==> src/hdl/lcpwe_pkg.sv <==
// shared types and constants of the led chain pulse width encoder
`timescale 1ns / 1ps

package lcpwe_pkg;

  localparam int PIXEL_W   = 24;
  localparam int CFG_W     = 16;
  localparam int CFG_IDX_W = 2;
  localparam int CFG_NUM   = 4;

  localparam int DEF_BITS_PER_PIXEL    = 24;
  localparam int DEF_TICK_COUNTER_BITS = 16;

  localparam logic [CFG_W-1:0] RST_ZERO_HIGH = 16'd25;
  localparam logic [CFG_W-1:0] RST_ONE_HIGH  = 16'd100;
  localparam logic [CFG_W-1:0] RST_PERIOD    = 16'd125;
  localparam logic [CFG_W-1:0] RST_LATCH_LOW = 16'd3000;

  typedef enum logic [CFG_IDX_W-1:0] {
    REG_ZERO_HIGH  = 2'd0,
    REG_ONE_HIGH   = 2'd1,
    REG_BIT_PERIOD = 2'd2,
    REG_LATCH_LOW  = 2'd3
  } reg_idx_t;

  typedef enum logic {
    KIND_TICK = 1'b0,
    KIND_LOAD = 1'b1
  } kind_t;

  typedef struct packed {
    logic               kind;
    logic [PIXEL_W-1:0] pixel_word;
    logic               last_pixel;
  } item_t;

  typedef struct packed {
    logic line_level;
    logic load_accepted;
    logic busy_res;
    logic frame_done;
    logic underrun;
  } res_t;

endpackage

==> src/hdl/lcpwe_cfg.sv <==
// timing register file with saturation to the tick counter width
`timescale 1ns / 1ps

module lcpwe_cfg #(
  parameter int TICK_COUNTER_BITS = lcpwe_pkg::DEF_TICK_COUNTER_BITS
) (
  input  logic                                clk,
  input  logic                                rst_n,
  input  logic                                cfg_wr_en,
  input  logic [lcpwe_pkg::CFG_IDX_W-1:0]     cfg_index,
  input  logic [lcpwe_pkg::CFG_W-1:0]         cfg_wdata,
  output logic [TICK_COUNTER_BITS-1:0]        zero_high,
  output logic [TICK_COUNTER_BITS-1:0]        one_high,
  output logic [TICK_COUNTER_BITS-1:0]        bit_period,
  output logic [TICK_COUNTER_BITS-1:0]        latch_low
);
  import lcpwe_pkg::*;

  logic [CFG_W-1:0]             cfg_r [CFG_NUM];
  logic [TICK_COUNTER_BITS-1:0] sat   [CFG_NUM];

  always_ff @(posedge clk) begin
    if (!rst_n) begin
      cfg_r[REG_ZERO_HIGH]  <= RST_ZERO_HIGH;
      cfg_r[REG_ONE_HIGH]   <= RST_ONE_HIGH;
      cfg_r[REG_BIT_PERIOD] <= RST_PERIOD;
      cfg_r[REG_LATCH_LOW]  <= RST_LATCH_LOW;
    end else if (cfg_wr_en) begin
      unique case (reg_idx_t'(cfg_index))
        REG_ZERO_HIGH:  cfg_r[REG_ZERO_HIGH]  <= cfg_wdata;
        REG_ONE_HIGH:   cfg_r[REG_ONE_HIGH]   <= cfg_wdata;
        REG_BIT_PERIOD: cfg_r[REG_BIT_PERIOD] <= cfg_wdata;
        REG_LATCH_LOW:  cfg_r[REG_LATCH_LOW]  <= cfg_wdata;
        default: ;
      endcase
    end
  end

  for (genvar g = 0; g < CFG_NUM; g++) begin : g_sat
    if (TICK_COUNTER_BITS >= CFG_W) begin : g_wide
      assign sat[g] = TICK_COUNTER_BITS'(cfg_r[g]);
    end else begin : g_narrow
      // clip to the largest count
      assign sat[g] = (cfg_r[g][CFG_W-1:TICK_COUNTER_BITS] != '0) ? '1
                    : cfg_r[g][TICK_COUNTER_BITS-1:0];
    end
  end

  assign zero_high  = sat[REG_ZERO_HIGH];
  assign one_high   = sat[REG_ONE_HIGH];
  assign bit_period = sat[REG_BIT_PERIOD];
  assign latch_low  = sat[REG_LATCH_LOW];

endmodule

==> src/hdl/lcpwe_core.sv <==
// encoder state and one-tick step logic
`timescale 1ns / 1ps

module lcpwe_core #(
  parameter int BITS_PER_PIXEL    = lcpwe_pkg::DEF_BITS_PER_PIXEL,
  parameter int TICK_COUNTER_BITS = lcpwe_pkg::DEF_TICK_COUNTER_BITS
) (
  input  logic                         clk,
  input  logic                         rst_n,
  input  logic                         step_en,
  input  lcpwe_pkg::item_t             item,
  input  logic [TICK_COUNTER_BITS-1:0] zero_high,
  input  logic [TICK_COUNTER_BITS-1:0] one_high,
  input  logic [TICK_COUNTER_BITS-1:0] bit_period,
  input  logic [TICK_COUNTER_BITS-1:0] latch_low,
  output lcpwe_pkg::res_t              res
);
  import lcpwe_pkg::*;

  localparam int BL_W = $clog2(BITS_PER_PIXEL + 1);
  localparam logic [TICK_COUNTER_BITS-1:0] CNT_MAX = '1;
  localparam logic [BL_W-1:0] BL_FULL = BL_W'(BITS_PER_PIXEL);

  typedef enum logic [1:0] {
    PH_IDLE  = 2'd0,
    PH_BITS  = 2'd1,
    PH_LATCH = 2'd2
  } phase_t;

  phase_t                       phase_r, phase_nxt;
  logic [BITS_PER_PIXEL-1:0]    shift_r, shift_nxt;
  logic [BL_W-1:0]              bits_left_r, bits_left_nxt;
  logic [TICK_COUNTER_BITS-1:0] tick_r, tick_nxt;
  logic [BITS_PER_PIXEL-1:0]    hold_word_r, hold_word_nxt;
  logic                         hold_full_r, hold_full_nxt;
  logic                         hold_last_r, hold_last_nxt;
  logic                         cur_last_r, cur_last_nxt;
  logic [BITS_PER_PIXEL-1:0]    load_word;

  // fit the offered word to the pixel width
  if (BITS_PER_PIXEL > PIXEL_W) begin : g_ext
    assign load_word = BITS_PER_PIXEL'(item.pixel_word);
  end else begin : g_cut
    assign load_word = item.pixel_word[BITS_PER_PIXEL-1:0];
  end

  always_comb begin
    logic [TICK_COUNTER_BITS-1:0] high;
    logic [TICK_COUNTER_BITS-1:0] tick_inc;
    phase_nxt     = phase_r;
    shift_nxt     = shift_r;
    bits_left_nxt = bits_left_r;
    tick_nxt      = tick_r;
    hold_word_nxt = hold_word_r;
    hold_full_nxt = hold_full_r;
    hold_last_nxt = hold_last_r;
    cur_last_nxt  = cur_last_r;
    res           = '0;
    high          = '0;
    tick_inc      = '0;
    if (item.kind == KIND_LOAD) begin
      if (!hold_full_r) begin
        hold_word_nxt     = load_word;
        hold_last_nxt     = item.last_pixel;
        hold_full_nxt     = 1'b1;
        res.load_accepted = 1'b1;
      end
      res.busy_res = (phase_r != PH_IDLE);
    end else begin
      // start of a frame on this same tick
      if (phase_r == PH_IDLE && hold_full_r) begin
        shift_nxt     = hold_word_r;
        cur_last_nxt  = hold_last_r;
        hold_full_nxt = 1'b0;
        bits_left_nxt = BL_FULL;
        tick_nxt      = '0;
        phase_nxt     = PH_BITS;
      end
      unique case (phase_nxt)
        PH_BITS: begin
          high           = shift_nxt[BITS_PER_PIXEL-1] ? one_high : zero_high;
          res.busy_res   = 1'b1;
          res.line_level = (tick_nxt < high);
          tick_inc       = (tick_nxt == CNT_MAX) ? tick_nxt : tick_nxt + 1'b1;
          tick_nxt       = tick_inc;
          if (tick_inc >= bit_period) begin
            tick_nxt  = '0;
            shift_nxt = shift_nxt << 1;
            if (bits_left_nxt != '0) begin
              bits_left_nxt = bits_left_nxt - 1'b1;
            end
            if (bits_left_nxt == '0) begin
              priority if (cur_last_nxt) begin
                phase_nxt = PH_LATCH;
              end else if (hold_full_nxt) begin
                shift_nxt     = hold_word_r;
                cur_last_nxt  = hold_last_r;
                hold_full_nxt = 1'b0;
                bits_left_nxt = BL_FULL;
                tick_nxt      = '0;
                phase_nxt     = PH_BITS;
              end else begin
                res.underrun = 1'b1;
                phase_nxt    = PH_LATCH;
              end
            end
          end
        end
        PH_LATCH: begin
          res.busy_res = 1'b1;
          tick_inc     = (tick_nxt == CNT_MAX) ? tick_nxt : tick_nxt + 1'b1;
          tick_nxt     = tick_inc;
          if (tick_inc >= latch_low) begin
            tick_nxt       = '0;
            res.frame_done = 1'b1;
            phase_nxt      = PH_IDLE;
          end
        end
        PH_IDLE: ;
        default: phase_nxt = PH_IDLE;
      endcase
    end
  end

  always_ff @(posedge clk) begin
    if (!rst_n) begin
      phase_r     <= PH_IDLE;
      shift_r     <= '0;
      bits_left_r <= '0;
      tick_r      <= '0;
      hold_full_r <= 1'b0;
      hold_last_r <= 1'b0;
      cur_last_r  <= 1'b0;
    end else if (step_en) begin
      phase_r     <= phase_nxt;
      shift_r     <= shift_nxt;
      bits_left_r <= bits_left_nxt;
      tick_r      <= tick_nxt;
      hold_full_r <= hold_full_nxt;
      hold_last_r <= hold_last_nxt;
      cur_last_r  <= cur_last_nxt;
    end
  end

  always_ff @(posedge clk) begin
    if (step_en) begin
      hold_word_r <= hold_word_nxt;
    end
  end

endmodule

==> src/hdl/led_chain_pulse_width_encoder.sv <==
// top level of the led chain pulse width encoder
//
//  channel | direction | handshake            | payload
//  in_     | request   | in_valid / in_ready  | kind, pixel_word, last_pixel
//  out_    | result    | out_valid/out_ready  | line_level .. underrun
//  cfg_    | write     | cfg_wr_en            | cfg_index, cfg_wdata
//
// one request per clock unless out_ready stalls; input register, then result register
// the tick step is one compare and increment on the tick counter between the two registers
// a stalled result holds the result register; one more request waits in the input register
// reset is synchronous and active low; timing registers return to 25, 100, 125, 3000
`timescale 1ns / 1ps

module led_chain_pulse_width_encoder #(
  parameter int BITS_PER_PIXEL    = lcpwe_pkg::DEF_BITS_PER_PIXEL,
  parameter int TICK_COUNTER_BITS = lcpwe_pkg::DEF_TICK_COUNTER_BITS
) (
  input  logic                            clk,
  input  logic                            rst_n,
  input  logic                            in_valid,
  output logic                            in_ready,
  input  logic                            in_kind,
  input  logic [lcpwe_pkg::PIXEL_W-1:0]   in_pixel_word,
  input  logic                            in_last_pixel,
  output logic                            out_valid,
  input  logic                            out_ready,
  output logic                            out_line_level,
  output logic                            out_load_accepted,
  output logic                            out_busy_res,
  output logic                            out_frame_done,
  output logic                            out_underrun,
  input  logic                            cfg_wr_en,
  input  logic [lcpwe_pkg::CFG_IDX_W-1:0] cfg_index,
  input  logic [lcpwe_pkg::CFG_W-1:0]     cfg_wdata
);
  import lcpwe_pkg::*;

  logic                         s1_valid_r;
  item_t                        s1_item_r;
  logic                         out_valid_r;
  res_t                         out_res_r;
  res_t                         step_res;
  logic                         advance;
  logic                         step_en;
  logic [TICK_COUNTER_BITS-1:0] zero_high, one_high, bit_period, latch_low;

  assign advance  = !out_valid_r || out_ready;
  assign step_en  = s1_valid_r && advance;
  assign in_ready = !s1_valid_r || advance;

  lcpwe_cfg #(
    .TICK_COUNTER_BITS(TICK_COUNTER_BITS)
  ) u_cfg (
    .clk        (clk),
    .rst_n      (rst_n),
    .cfg_wr_en  (cfg_wr_en),
    .cfg_index  (cfg_index),
    .cfg_wdata  (cfg_wdata),
    .zero_high  (zero_high),
    .one_high   (one_high),
    .bit_period (bit_period),
    .latch_low  (latch_low)
  );

  lcpwe_core #(
    .BITS_PER_PIXEL   (BITS_PER_PIXEL),
    .TICK_COUNTER_BITS(TICK_COUNTER_BITS)
  ) u_core (
    .clk        (clk),
    .rst_n      (rst_n),
    .step_en    (step_en),
    .item       (s1_item_r),
    .zero_high  (zero_high),
    .one_high   (one_high),
    .bit_period (bit_period),
    .latch_low  (latch_low),
    .res        (step_res)
  );

  always_ff @(posedge clk) begin
    if (!rst_n) begin
      s1_valid_r  <= 1'b0;
      out_valid_r <= 1'b0;
    end else begin
      if (in_valid && in_ready) begin
        s1_valid_r <= 1'b1;
      end else if (advance) begin
        s1_valid_r <= 1'b0;
      end
      if (advance) begin
        out_valid_r <= s1_valid_r;
      end
    end
  end

  always_ff @(posedge clk) begin
    if (in_valid && in_ready) begin
      s1_item_r.kind       <= in_kind;
      s1_item_r.pixel_word <= in_pixel_word;
      s1_item_r.last_pixel <= in_last_pixel;
    end
    if (step_en) begin
      out_res_r <= step_res;
    end
  end

  assign out_valid         = out_valid_r;
  assign out_line_level    = out_res_r.line_level;
  assign out_load_accepted = out_res_r.load_accepted;
  assign out_busy_res      = out_res_r.busy_res;
  assign out_frame_done    = out_res_r.frame_done;
  assign out_underrun      = out_res_r.underrun;

endmodule

==> config.mk <==
export PLATFORM = sky130hd
export DESIGN_NAME = led_chain_pulse_width_encoder
export DESIGN_NICKNAME = d
export VERILOG_FILES = /design/src/hdl/lcpwe_pkg.sv /design/src/hdl/lcpwe_cfg.sv /design/src/hdl/lcpwe_core.sv /design/src/hdl/led_chain_pulse_width_encoder.sv
export SDC_FILE = /design/constraint.sdc
export NUM_CORES = 1
export LEC_CHECK = 0
export BUFFER_PORTS_ARGS = -buffer_cell sky130_fd_sc_hd__clkbuf_2
export CAP_MARGIN = 20
export CORE_MARGIN = 4
export CORE_UTILIZATION = 30
export DETAILED_ROUTE_END_ITERATION = 6
export PLACE_DENSITY = 0.42
export SETUP_SLACK_MARGIN = 0.05
export SYNTH_ARGS = -nofsm -noshare
export SYNTH_HDL_FRONTEND = slang
export SYNTH_SLANG_ARGS = --single-unit
==> constraint.sdc <==
create_clock -name clk -period 7.5 [get_ports clk]
set_input_delay 1.875 -clock clk [delete_from_list [all_inputs] [get_ports clk]]
set_output_delay 1.875 -clock clk [all_outputs]
set_load 0.02 [all_outputs]
* After elaboration in Yosys (flattened, before gate mapping) *
Memories as Yosys holds them, arrays and structs flattened.
Index checks and enable logic that the tools add are counted.

storage, ports and cells
  bits in read-only memories = 0
  input port bits = 49
  memory bits (writable) = 64
  word-level logic and storage cells = 135
  memories kept = 1
  bits in latches = 0
  register bits after elaboration = 107

cells by class
  equal/unequal tests = 6
  shift-type cells = 0
  divide/modulo/power cells = 0
  reductions and logical operators = 20
  bitwise gates (word level) = 10
  add/sub/neg operators = 2
  $mul = 0
  multiplexer cells = 75
  $lt $le $gt $ge = 3

memory list
  name         depth  bits a word  rd ports  clocked after memory_dff  write ports  RTL line         text
  u_cfg.cfg_r  4      16           4         0                         4            lcpwe_cfg.sv:19  logic [CFG_W-1:0] cfg_r [CFG_NUM];

operators by type and width
  operator               number
  $mux 24                7
  $mux 16                10
  $mux 5                 11
  $mux 1                 38
  $ge 16x16->1           2
  $pmux 16 s2            1
  $add 16x1->16 const B  1
  $eq 16x16->1 const B   1
  $lt 16x16->1           1
  $mux 2                 7
  $eq 2x2->1 const B     3
  $logic_not 2->1        3
  $not 1->1              6
  $pmux 2 s3             1
  $reduce_or 2->1        3
  $logic_not 5->1        1
  $reduce_bool 5->1      1
  $reduce_or 5->1        1
  $sub 5x1->5 const B    1
  $eq 2x1->1 const B     2
  $or 1x1->1             4
  $reduce_bool 2->1      2
  $logic_and 1x1->1      3
  $reduce_and 3->1       1
  other kinds (3)        5

* Longest topological paths before layout *
Gate-level depths: netlist of the first run.

  depth in word-level cells = 15
  mapped depth = 23
  depth with buffers taken out = 17

* By module *
Synthesis of the first run repeated with hierarchy kept, for this count alone.

unflattened totals
  cells, all modules = 855
  area, all modules = 9078.7 um^2

by module, submodules not included
  module                         seq. area each (um^2)  times used  area an instance (um^2)  cells each
  lcpwe_core                     1721.7                 1           5589.1                   672
  lcpwe_cfg                      1921.8                 1           2454.9                   143
  led_chain_pulse_width_encoder  970.9                  1           1034.7                   40

* Worst setup path before layout of the first run *
No wires, ideal clock.

  path type = register to register
  start point = register u_core.phase_r[0]
  end point = register u_core.shift_r[14]
  buffers on the path = 6
  cell stages (with the launch flop) = 22
  setup time = 0.122 ns
  setup slack = 2.626 ns
  data arrival time = 4.753 ns
  data required time = 7.378 ns
  cell sequence = dfxtp_1 -> buf_6 -> or3b_1 -> clkbuf_1 -> clkbuf_1 -> and2_0 -> clkbuf_1 -> ha_1 -> nand4_1 -> or4_1 -> clkbuf_1 -> or4b_2 -> o21ai_0 -> nor2_1 -> ha_1 -> nand4_1 -> nand2b_1 -> o22ai_1 -> o2111ai_1 -> clkbuf_1 -> a211oi_1 -> a221o_1

between the ends
  word-level cells in the longest chain between the ends = 13

ends and longest elaborated chain
  what                                                    RTL line           text
  start: declaration                                      lcpwe_core.sv:30   phase_t phase_r, phase_nxt;
  start signal: assignment                                lcpwe_core.sv:135  phase_r <= phase_nxt;
  branches (longest 12 deep; another with $add 16x1->16)  --
  $mux 24 *                                               lcpwe_core.sv:79   unique case (phase_nxt)
  end signal: assignment                                  lcpwe_core.sv:136  shift_r <= shift_nxt;
  end: declaration                                        lcpwe_core.sv:31   logic [BITS_PER_PIXEL-1:0] shift_r, shift_nxt;

Mark *: on every way between the ends. The select of a mux whose other input is x is not followed.
A chain may end at the register's enable or synchronous reset.

* Worst setup path in the final report of the first run *
  start point = register u_core.phase_r[1]
  end point = register u_core.tick_r[1]

between the ends
  word-level cells in the longest chain between the ends = 9

ends and longest elaborated chain
  what                                                  RTL line                             text
  $logic_not 2->1                                       lcpwe_core.sv:71                     if (phase_r == PH_IDLE && hold_full_r) begin
  $logic_and 1x1->1                                     lcpwe_core.sv:71
  $mux 16                                               lcpwe_core.sv:71
  $mux 16                                               lcpwe_core.sv:61                     if (item.kind == KIND_LOAD) begin
  $add 16x1->16 / $eq 16x16->1 (equally long branches)  lcpwe_core.sv:84, lcpwe_core.sv:111
  $mux 16                                               lcpwe_core.sv:84, lcpwe_core.sv:111
  $ge 16x16->1, on equally long branches                lcpwe_core.sv:113, lcpwe_core.sv:86
  $mux 16, on equally long branches                     lcpwe_core.sv:113, lcpwe_core.sv:86
  $pmux 16 s2 *                                         lcpwe_core.sv:79
  end signal: assignment                                lcpwe_core.sv:138                    tick_r <= tick_nxt;
  end: declaration                                      lcpwe_core.sv:33                     logic [TICK_COUNTER_BITS-1:0] tick_r, tick_nxt;

Every way passes the cells marked *; elsewhere a longest branch is shown, timed or not. The select of a mux whose other input is x is not followed.

==> results.md, run 1 <==
* Status: finished, final reports clean
* Crit. End Element: flip-flop
* Cell Rows at 62
* Hold_ws at approximately 420 ps
* Clock root cell: clkbuf_16
* Post CTS Setup Buffer Count at 0
* Insertion delay to the later sink of the worst-skew pair at approximately 430 ps
* Crit share post-route at a little under three quarters
* Sequential share of the synthesized area at a little over half
* Global-route usage over all layers at between 10% and 20%
* Max Transition Viols Final at 0
* Post-synth EDFFs at around 120
* PD cells at roughly 210 nW/µm²
* CTS buffer count at 17
* Final Skew at ~22 ps
* Post-synth top area cell: edfxtp_1
* CTS H-tree lvls at 4
* PostCTS Resize Cnt at 0
* Crit-path max cell delay at about 610 ps
* Fin. Hold Viols at 0
* Dpl hpwl at approximately 16,000 µm
* Antenna violations before repair at 0
* Critical path startpoint category: flip-flop
* Synth area leaders: edfxtp_1, dfxtp_1, ha_1
* Area Growth Syn to Fin at 14.4%
* CTS tree: built
* Unique cell type count in the Yosys netlist at 61
* Top cell type's share of synthesized area at a little over 40%
* Setup_tns at 0 ps
* DRC errors left at 0
* Critical path class: flip-flop to flip-flop
* Slowest cell on the critical path: or4_1
* Die area at approximately 32,000 µm²
* Vias in the first global route at slightly below 6,000
* Largest net degree at the start of global routing at 50
* Commonest cells in the netlist: edfxtp_1, and2_1, dfxtp_1
* Initial Util at 30.5%
* Utilization after layout at 34.9%
* Synth warnings at 0
* Core area at 28,900 µm²
* # setup viols final at 0
* GRT overflow at 0
* Count leader, synth: edfxtp_1
* Unrepaired setup endpoints after global routing: false
* Mapped Area at approximately 8800 µm²
* RD Place Congestion at 0.813
* Design Power at 2.15 mW
* F_max at between 150 and 200 MHz
* Critical R2R Launch: u_core.phase_r[1]$_SDFFE_PN0P_
* Post-CTS Hold Buffers at 0
* Worst path buffer plus inverter count at 1
* Min-Delay Path Class: flip-flop to flip-flop
* Mapped Cells at roughly 790
* # IOs at between 50 and 60
* Fillcell total at between 2,000 and 3,000
* Ys async rst share at 0%
* HP Start: s1_item_r[24]$_DFFE_PP_
* Slew margin rel. at approximately 34%
* Worst-margin pin slew at roughly 1000 ps
* Clock sinks at roughly 170
* Top FF cell, synth: edfxtp_1
* First-pass GRT wire length at around 34,000 µm
* Register area at around 4600 µm²
* Post-route ant nets at 0
* Max Cap Viol at 0
* #FFs+latches synth at 171
* Final wirelength at ~22,000 µm
* Area of the multi-input gates at just under 4000 µm²
* Buffers on Ports at 55
* Leakage at around 3.9 nW
* Drt initial violations at 485
* CP delay by family, top: compound AO/OA/AOI/OAI gates
* WP data required at 7810 ps
* WP data arrival at 5700 ps
* Routed len/inst at between 15 and 20 µm
* Max Root-Sink Buffers at 2
* Clk slew on worst S/H paths at roughly 80 ps
* Vias per inst at around 5
* Pre-antenna DRT Iters at 5
* Setup crit start: u_core.phase_r[1]$_SDFFE_PN0P_
* DIE HEIGHT at 179 µm
* DR vias at 6,151
* Share of cells above drive strength 1 at between 10% and 20%
* ANT cells at 0
* Average size of a mapped cell at roughly 11 µm²
* Worst VDD drop at approximately 0.14 mV
* Final min period at 5390 ps
* Final nets at slightly above 900
* CP Max Fanout at 13
* Die Width at approximately 180 µm
* Syn_nets at 890
* CP Cell Sequence: nor3b_2, nor2_1, ha_1, nand4_1, or4_1, o21ai_1, nor4_1, xor2_1, ha_1, nand4_1, a211oi_1, nand2b_1, o22ai_1, o2bb2ai_1, buf_4, a221oi_1, nor2_1
==> path summary, 6_finish.rpt <==
path                            slack, ps  cells past startpoint                               end
worst max-delay path                 2110                     17     u_core.tick_r[1]$_SDFFE_PN0P_
worst min-delay path                  420                      0  u_core.hold_word_r[23]$_DFFE_PP_
worst max register to register       2110                     17     u_core.tick_r[1]$_SDFFE_PN0P_
worst min register to register        420                      0  u_core.hold_word_r[23]$_DFFE_PP_
==> placed cells by master, fill, tap and decap left out, types with 4 or more instances in the layout <==
master     count
a211oi_1      17
a211oi_2       7
a21boi_0       4
a21o_1         4
a21oi_1       24
a221o_1       22
a31oi_1        5
a32oi_1       12
and2_1        60
and3_1         5
buf_4         12
clkbuf_16     18
clkbuf_2      55
dfxtp_1       52
edfxtp_1     119
ha_1          50
inv_1         43
inv_8          4
mux2i_1       40
nand2_1       42
nand2b_1       9
nand3_1        8
nand4_1        8
nor2_1        49
nor2b_1       20
nor3_1        17
nor3b_1        5
nor4_1         8
o21ai_0       24
o21ai_1        5
or3_1         21
xnor2_1        7
xor2_1         8
==> layer usage <==
metal  GRT usage, %  wire length (µm)
met4           2.95               137
met5              0                 0
met2           20.9              9830
met1           20.5             11300
met3           2.39               704
==> flip-flops by register name, summed over array words and instances (netlist names), 2 cells and up <==
signal	flops
s1_item_r	26
u_core.bits_left_r	5
u_core.tick_r	16
u_core.shift_r	24
u_core.phase_r	2
u_core.hold_word_r	24
u_cfg.cfg_r	64
==> per-stage QoR <==
step | cells | area [µm²] | setup WS (ps)
after floorplan | 791 | 8810 | 2630
after global placement | 1197 | 9470 | 2420
after detailed placement | 1197 | 9470 | 2260
after CTS | 1229 | 10100 | 2230
after global routing | 1230 | 10100 | 1790
final | 1230 | 10100 | 2110
==> cell type report <==
type                            count  area share (%)
Tap cell                          384            4.77
Inverter                           43            1.60
Clock buffer                       21            4.78
Clock inverter                     11            1.17
Sequential cell                   171            45.8
Multi-Input combinational cell    532            38.1
Timing Repair Buffer               68            3.77
==> report_power, final <==
group	switching, mW	internal, mW
Clock	0.413	0.481
Combinational	0.116	0.0638
Sequential	0.0210	1.06
==> cells by family (layout without fill, tap and decap cells) <==
logic type | Yosys count | count (layout) | synth area share, %
buf+inv | 88 | 143 | 4.22
flops | 171 | 171 | 52.4
mux | 41 | 41 | 4.67
xor+xnor | 15 | 15 | 1.49
compound gates | 163 | 163 | 14.0
simple gates | 263 | 263 | 16.1
fa+ha+maj | 50 | 50 | 7.10
(Power assumes the default switching activity.)
==> inputs of run 2 (changes only) <==
Clock period 7.5 ns to 5.2 ns, I/O delays scaled along.
==> run 2 against run 1 <==
Compared with the run above: cell area up 0.86%; sequential power up 44%; sequential share of layout area down 0.36 points; clock power up 45%; register-to-register slack worse by 1700 ps; combinational power up 48%; clock-buffer cell count down 3; power up 45%; global-route usage up 0.41 points; largest cell class unchanged.
==> results.md, run 2 (synthesis gave the netlist of run 1 again) <==
* Status: finished, final reports clean
* Clock sinks at 171
* Initial Util at about 31%
* # setup viols final at 0
* Slew margin rel. at between 20% and 30%
* Dpl hpwl at around 16,000 µm
* Core area at a little under 30,000 µm²
* GRT overflow at 0
* # IOs at 56
* Register area at 4620 µm²
* Worst setup path endpoint: u_core.tick_r[1]$_SDFFE_PN0P_
* Insertion delay to the later sink of the worst-skew pair at approximately 430 ps
* Clk slew on worst S/H paths at ~70 ps
* Stages on the worst setup path at 17
* CTS H-tree lvls at 4
* Die area at roughly 32,000 µm²
* Crit-path max cell delay at around 650 ps
* Crit. End Element: flip-flop
* Drt initial violations at 454
* Slowest cell on the critical path: or4b_2
* CP Cell Sequence: or3b_1, and2_0, ha_1, nand4_1, or4_1, or4b_2, o21ai_0, nor2_1, ha_1, nand4_1, nor3_1, o2111ai_1, and3_1, o2bb2ai_1, buf_4, a221oi_1, nor2_1
* Max Transition Viols Final at 0
* Worst path buffer plus inverter count at 1
* Final nets at around 940
* DR vias at between 6,000 and 7,000
* F_max at ~210 MHz
* R2r worst-path depth at 17
* First-pass GRT wire length at between 30,000 and 40,000 µm
* CTS buffer count at 17
* WP data required at between 5000 and 6000 ps
* Leakage at around 3.9 nW
* Cell Rows at between 60 and 70
* Crit share post-route at ~93%
* Largest net degree at the start of global routing at 49
* Largest register by flop count: u_cfg.cfg_r
* Vias in the first global route at roughly 6,200
* Area of the multi-input gates at around 3900 µm²
* Final wirelength at 22,400 µm
* R2R setup slack at approximately 360 ps
* Min-Delay Path Class: flip-flop to flip-flop
* Routed len/inst at between 15 and 20 µm
* PD cells at 307 nW/µm²
* Unrepaired setup endpoints after global routing: false
* Setup crit start: u_core.phase_r[1]$_SDFFE_PN0P_
* Max reg flops at 64
* ANT cells at 0
* Reg2reg end: u_core.tick_r[1]$_SDFFE_PN0P_
* CTS tree: built
* Commonest non-fill, non-tap cell in the layout: edfxtp_1
* Final min period at between 4000 and 5000 ps
* DRC errors left at 0
* Worst VDD drop at 0.204 mV
* Area Growth Syn to Fin at 15.4%
* Top Registers: u_cfg.cfg_r x64, s1_item_r x26
* Setup_tns at 0 ps
* CP delay by family, top: simple AND/OR/NAND/NOR gates
* Utilization after layout at roughly a third
* CP Max Fanout at 13
* RD Place Congestion at 0.884
* Antenna violations before repair at 0
* Most frequent cells in the layout: edfxtp_1, and2_1, clkbuf_2
* Final Skew at roughly 18 ps
* Die Width at about 180 µm
* Global-route usage over all layers at about 14%
* Worst-margin pin slew at around 1100 ps
* Max Cap Viol at 0
* Critical R2R Launch: u_core.phase_r[1]$_SDFFE_PN0P_
* WP data arrival at roughly 5100 ps
* DIE HEIGHT at between 150 and 200 µm
* Clock root cell: clkbuf_16
* Vias per inst at about 5
* Buffers on Ports at 55
* Max Root-Sink Buffers at 2
* Critical path startpoint category: flip-flop
* Fillcell total at between 2,000 and 3,000
* Post-route ant nets at 0
* Fin. Hold Viols at 0
* Pre-antenna DRT Iters at 5
* Critical path class: flip-flop to flip-flop
* Share of cells above drive strength 1 at between 10% and 20%
-- run 2: cell count changes in the layout (fill, tap and decap cells not counted), moves of 2 or more --
cell,change
dfxtp_1,-2
bufinv_16,+2
dfxtp_2,+2
inv_8,-3
clkbuf_8,-2
buf_4,+10
clkinv_2,+3
inv_6,+2
-- run 2: how the worst min path moves through the flow --
stage,to,depth (start not counted),from
final,u_core.hold_word_r[13]$_DFFE_PP_,0,s1_item_r[14]$_DFFE_PP_
after global routing,u_core.hold_word_r[7]$_DFFE_PP_,0,s1_item_r[8]$_DFFE_PP_
after CTS,u_core.hold_word_r[7]$_DFFE_PP_,0,s1_item_r[8]$_DFFE_PP_
after detailed placement,u_core.hold_word_r[7]$_DFFE_PP_,0,s1_item_r[8]$_DFFE_PP_
after global placement,u_core.hold_word_r[17]$_DFFE_PP_,0,s1_item_r[18]$_DFFE_PP_
after floorplan,u_core.hold_word_r[0]$_DFFE_PP_,0,s1_item_r[1]$_DFFE_PP_
-- run 2: layer usage --
| metal | wire (µm) | vias up | track usage, % |
|---|---|---|---|
| li1 | - | 3035 | - |
| met1 | 11100 | 3060 | 20.5 |
| met2 | 10200 | 136 | 21.9 |
| met3 | 885 | 14 | 2.64 |
| met4 | 227 | 0 | 3.36 |
| met5 | 0 | - | 0 |
-- run 2: cell type report --
type / count / share of cell area (%)
Multi-Input combinational cell: 532 / 37.9
Clock buffer: 18 / 4.22
Tap cell: 384 / 4.73
Clock inverter: 14 / 1.60
Inverter: 43 / 1.59
Sequential cell: 171 / 45.4
Timing Repair Buffer: 78 / 4.53
-- run 2: what timing repair did --
action | CTS | global route
resized for setup | 0 | 7
hold buffers | 0 | 0
setup buffers | 0 | 0
endpoints found under the setup margin | 0 | 45
-- run 2: metrics by stage --
step	cell area (µm²)	cells	hold slack (ps)	power, mW	setup slack [ps]
6_report	10200	1240	422	3.12	365
5_1_grt	10200	1240	428	3.26	52.7
4_1_cts	10100	1240	424	3.17	183
3_5_place_dp	9550	1208	407	1.85	230
3_3_place_gp	9550	1208	405	1.85	275
2_1_floorplan	8810	791	400	1.74	326
-- run 2: where the power goes --
part           internal, mW  total [mW]  switching (mW)
clock                 0.722        1.30           0.582
combinational        0.0962       0.266           0.170
sequential             1.52        1.55          0.0301
==> inputs of run 3 (changes only) <==
Settings changed: CORE_MARGIN 4 to 2, PLACE_DENSITY 0.42 to not set.
==> run 3 against run 2 <==
Compared with the run above: utilization up 0.14 points; die area is 4.4% lower; clock skew down 0.68 ps; cell count about the same; largest cell class unchanged.
==> results.md, run 3 (synthesis gave the netlist of run 1 again) <==
* GRT overflow at 0
* Most frequent cells in the layout: edfxtp_1, and2_1, clkbuf_2
* Critical path startpoint category: flip-flop
* Max Transition Viols Final at 0
* Post-route ant nets at 0
* Top Layer Used: met4
* Insertion delay to the later sink of the worst-skew pair at between 400 and 500 ps
* Initial Util at a little under a third
* Cell Rows at slightly above 60
* F_max at 208 MHz
* Largest register by flop count: u_cfg.cfg_r
* Top Registers: u_cfg.cfg_r x64, s1_item_r x26
* Pre-antenna DRT Iters at 5
* HP Start: s1_item_r[15]$_DFFE_PP_
* Clock root cell: clkbuf_16
* Largest net degree at the start of global routing at 49
* Slew margin rel. at 37.3%
* Final wirelength at 20,100 µm
* Routed len/inst at about 16 µm
* # setup viols final at 0
* Clk slew on worst S/H paths at ~80 ps
* Buffers on Ports at 55
* Reg2reg end: u_core.tick_r[1]$_SDFFE_PN0P_
* CP Max Fanout at 10
* Dpl hpwl at approximately 14,000 µm
* DR vias at 6,217
* Worst Hold Depth at 0
* Worst VDD drop at 0.221 mV
* Final nets at 941
* PD cells at between 300 and 400 nW/µm²
* Dpl ws at approximately 190 ps
* Unrepaired setup endpoints after global routing: false
* Met3 WL post-DR at a little over 800 µm
* Antenna violations before repair at 0
* Core area at between 20,000 and 30,000 µm²
* Min-Delay Path Class: flip-flop to flip-flop
* Hold endpoint: u_core.hold_word_r[14]$_DFFE_PP_
* Area Growth Syn to Fin at 15.5%
* Setup_tns at 0 ps
* Crit share post-route at approximately 90%
* Global-route usage over all layers at about an eighth
* RD Place Congestion at 0.864
* Share of cells above drive strength 1 at between 15 and 20%
* Routed wl met2 at roughly 9400 µm
* R2r worst-path depth at 17
* WP data required at 5510 ps
* DRC errors left at 0
* CTS buffer count at 17
* WL met1 at ~9600 µm
* Final worst setup slack at just under 400 ps
* Max Root-Sink Buffers at 2
* Leakage at between 3 and 4 nW
* ANT cells at 0
* Crit. End Element: flip-flop
* Max reg flops at between 60 and 70
* WP data arrival at roughly 5000 ps
* DIE HEIGHT at around 180 µm
* Worst-margin pin slew at between 900 and 1000 ps
* Critical path class: flip-flop to flip-flop
* Final min period at approximately 4800 ps
* Fin. Hold Viols at 0
* Critical R2R Launch: u_core.phase_r[0]$_SDFFE_PN0P_
* R2R setup slack at 390 ps
* Vias in the first global route at 6,039
* CTS tree: built
* Fillcell total at ~2,800
* Clock sinks at 171
* Commonest non-fill, non-tap cell in the layout: edfxtp_1
* Die Width at roughly 180 µm
* Drt initial violations at 487
* Vias per inst at roughly 5.0
* CTS H-tree lvls at 4
* # IOs at 56
* Max Cap Viol at 0
* Die area at 30,800 µm²
* Final Skew at around 17 ps
* First-pass GRT wire length at around 32,000 µm
* Status: finished, final reports clean
run 3: cell type report:
class	instances	area [µm²]	area share (%)
inverters	43	161	1.59
clock buffers	18	450	4.43
flip-flops and latches	171	4620	45.3
multi-input cells	532	3850	37.9
clock inverters	14	168	1.65
repair buffers	77	448	4.40
well taps	384	480	4.72
run 3: worst max path at each step:
| stage | startpoint | to | cells after the start |
|---|---|---|---|
| floorplan | u_core.phase_r[0]$_SDFFE_PN0P_ | u_core.shift_r[14]$_SDFFE_PN0P_ | 21 |
| global placement | u_core.phase_r[0]$_SDFFE_PN0P_ | u_core.tick_r[1]$_SDFFE_PN0P_ | 17 |
| detailed placement | u_core.phase_r[0]$_SDFFE_PN0P_ | u_core.tick_r[1]$_SDFFE_PN0P_ | 17 |
| CTS | u_core.phase_r[0]$_SDFFE_PN0P_ | u_core.tick_r[1]$_SDFFE_PN0P_ | 17 |
| global route | u_core.phase_r[0]$_SDFFE_PN0P_ | u_core.tick_r[1]$_SDFFE_PN0P_ | 17 |
| finish | u_core.phase_r[0]$_SDFFE_PN0P_ | u_core.tick_r[1]$_SDFFE_PN0P_ | 17 |
run 3: per-layer routing:
layer / up-vias / global-route usage, %
met3: 18 / 2.14
met2: 147 / 21.3
met4: 0 / 4.48
met5: - / 0
met1: 3010 / 18.4
li1: 3042 / -
run 3: report_power, final:
group | switching [mW] | internal (mW) | leakage, nW | total [mW]
clock | 0.622 | 0.678 | 0.301 | 1.30
combinational | 0.168 | 0.0963 | 2.06 | 0.264
sequential | 0.0260 | 1.52 | 1.57 | 1.55
run 3: stage by stage:
| step | power [mW] | hold WS [ps] | util, % | cells | cell area [µm²] |
|---|---|---|---|---|---|
| 3_5_place_dp | 1.84 | 406 | 33.1 | 1206 | 9540 |
| 2_1_floorplan | 1.74 | 400 | - | 791 | 8810 |
| 4_1_cts | 3.14 | 417 | 35.3 | 1238 | 10200 |
| 3_3_place_gp | 1.84 | 405 | 33.1 | 1206 | 9540 |
| 5_1_grt | 3.23 | 421 | 35.4 | 1239 | 10200 |
| 6_report | 3.11 | 418 | 35.4 | 1239 | 10200 |
run 3: worst max-delay path: stages, from the launching register on:
cell	delay, ps
dfxtp_2	420
or3b_1	150
and2_0	270
ha_1	270
nand4_1	110
or4_4	500
or4b_2	620
o21ai_0	90
nor2_1	100
ha_1	360
nand4_1	210
nor3_2	340
o2111ai_1	160
and3_1	300
o2bb2ai_1	180
buf_4	180
a221oi_1	320
nor2_1	80
run 3: repair_timing:
item                       in CTS  in global routing
hold endpoints to repair        0                  0
setup buffers                   0                  0
setup endpoints to repair       0                 39
gates resized for setup         0                  3
hold buffers                    0                  0
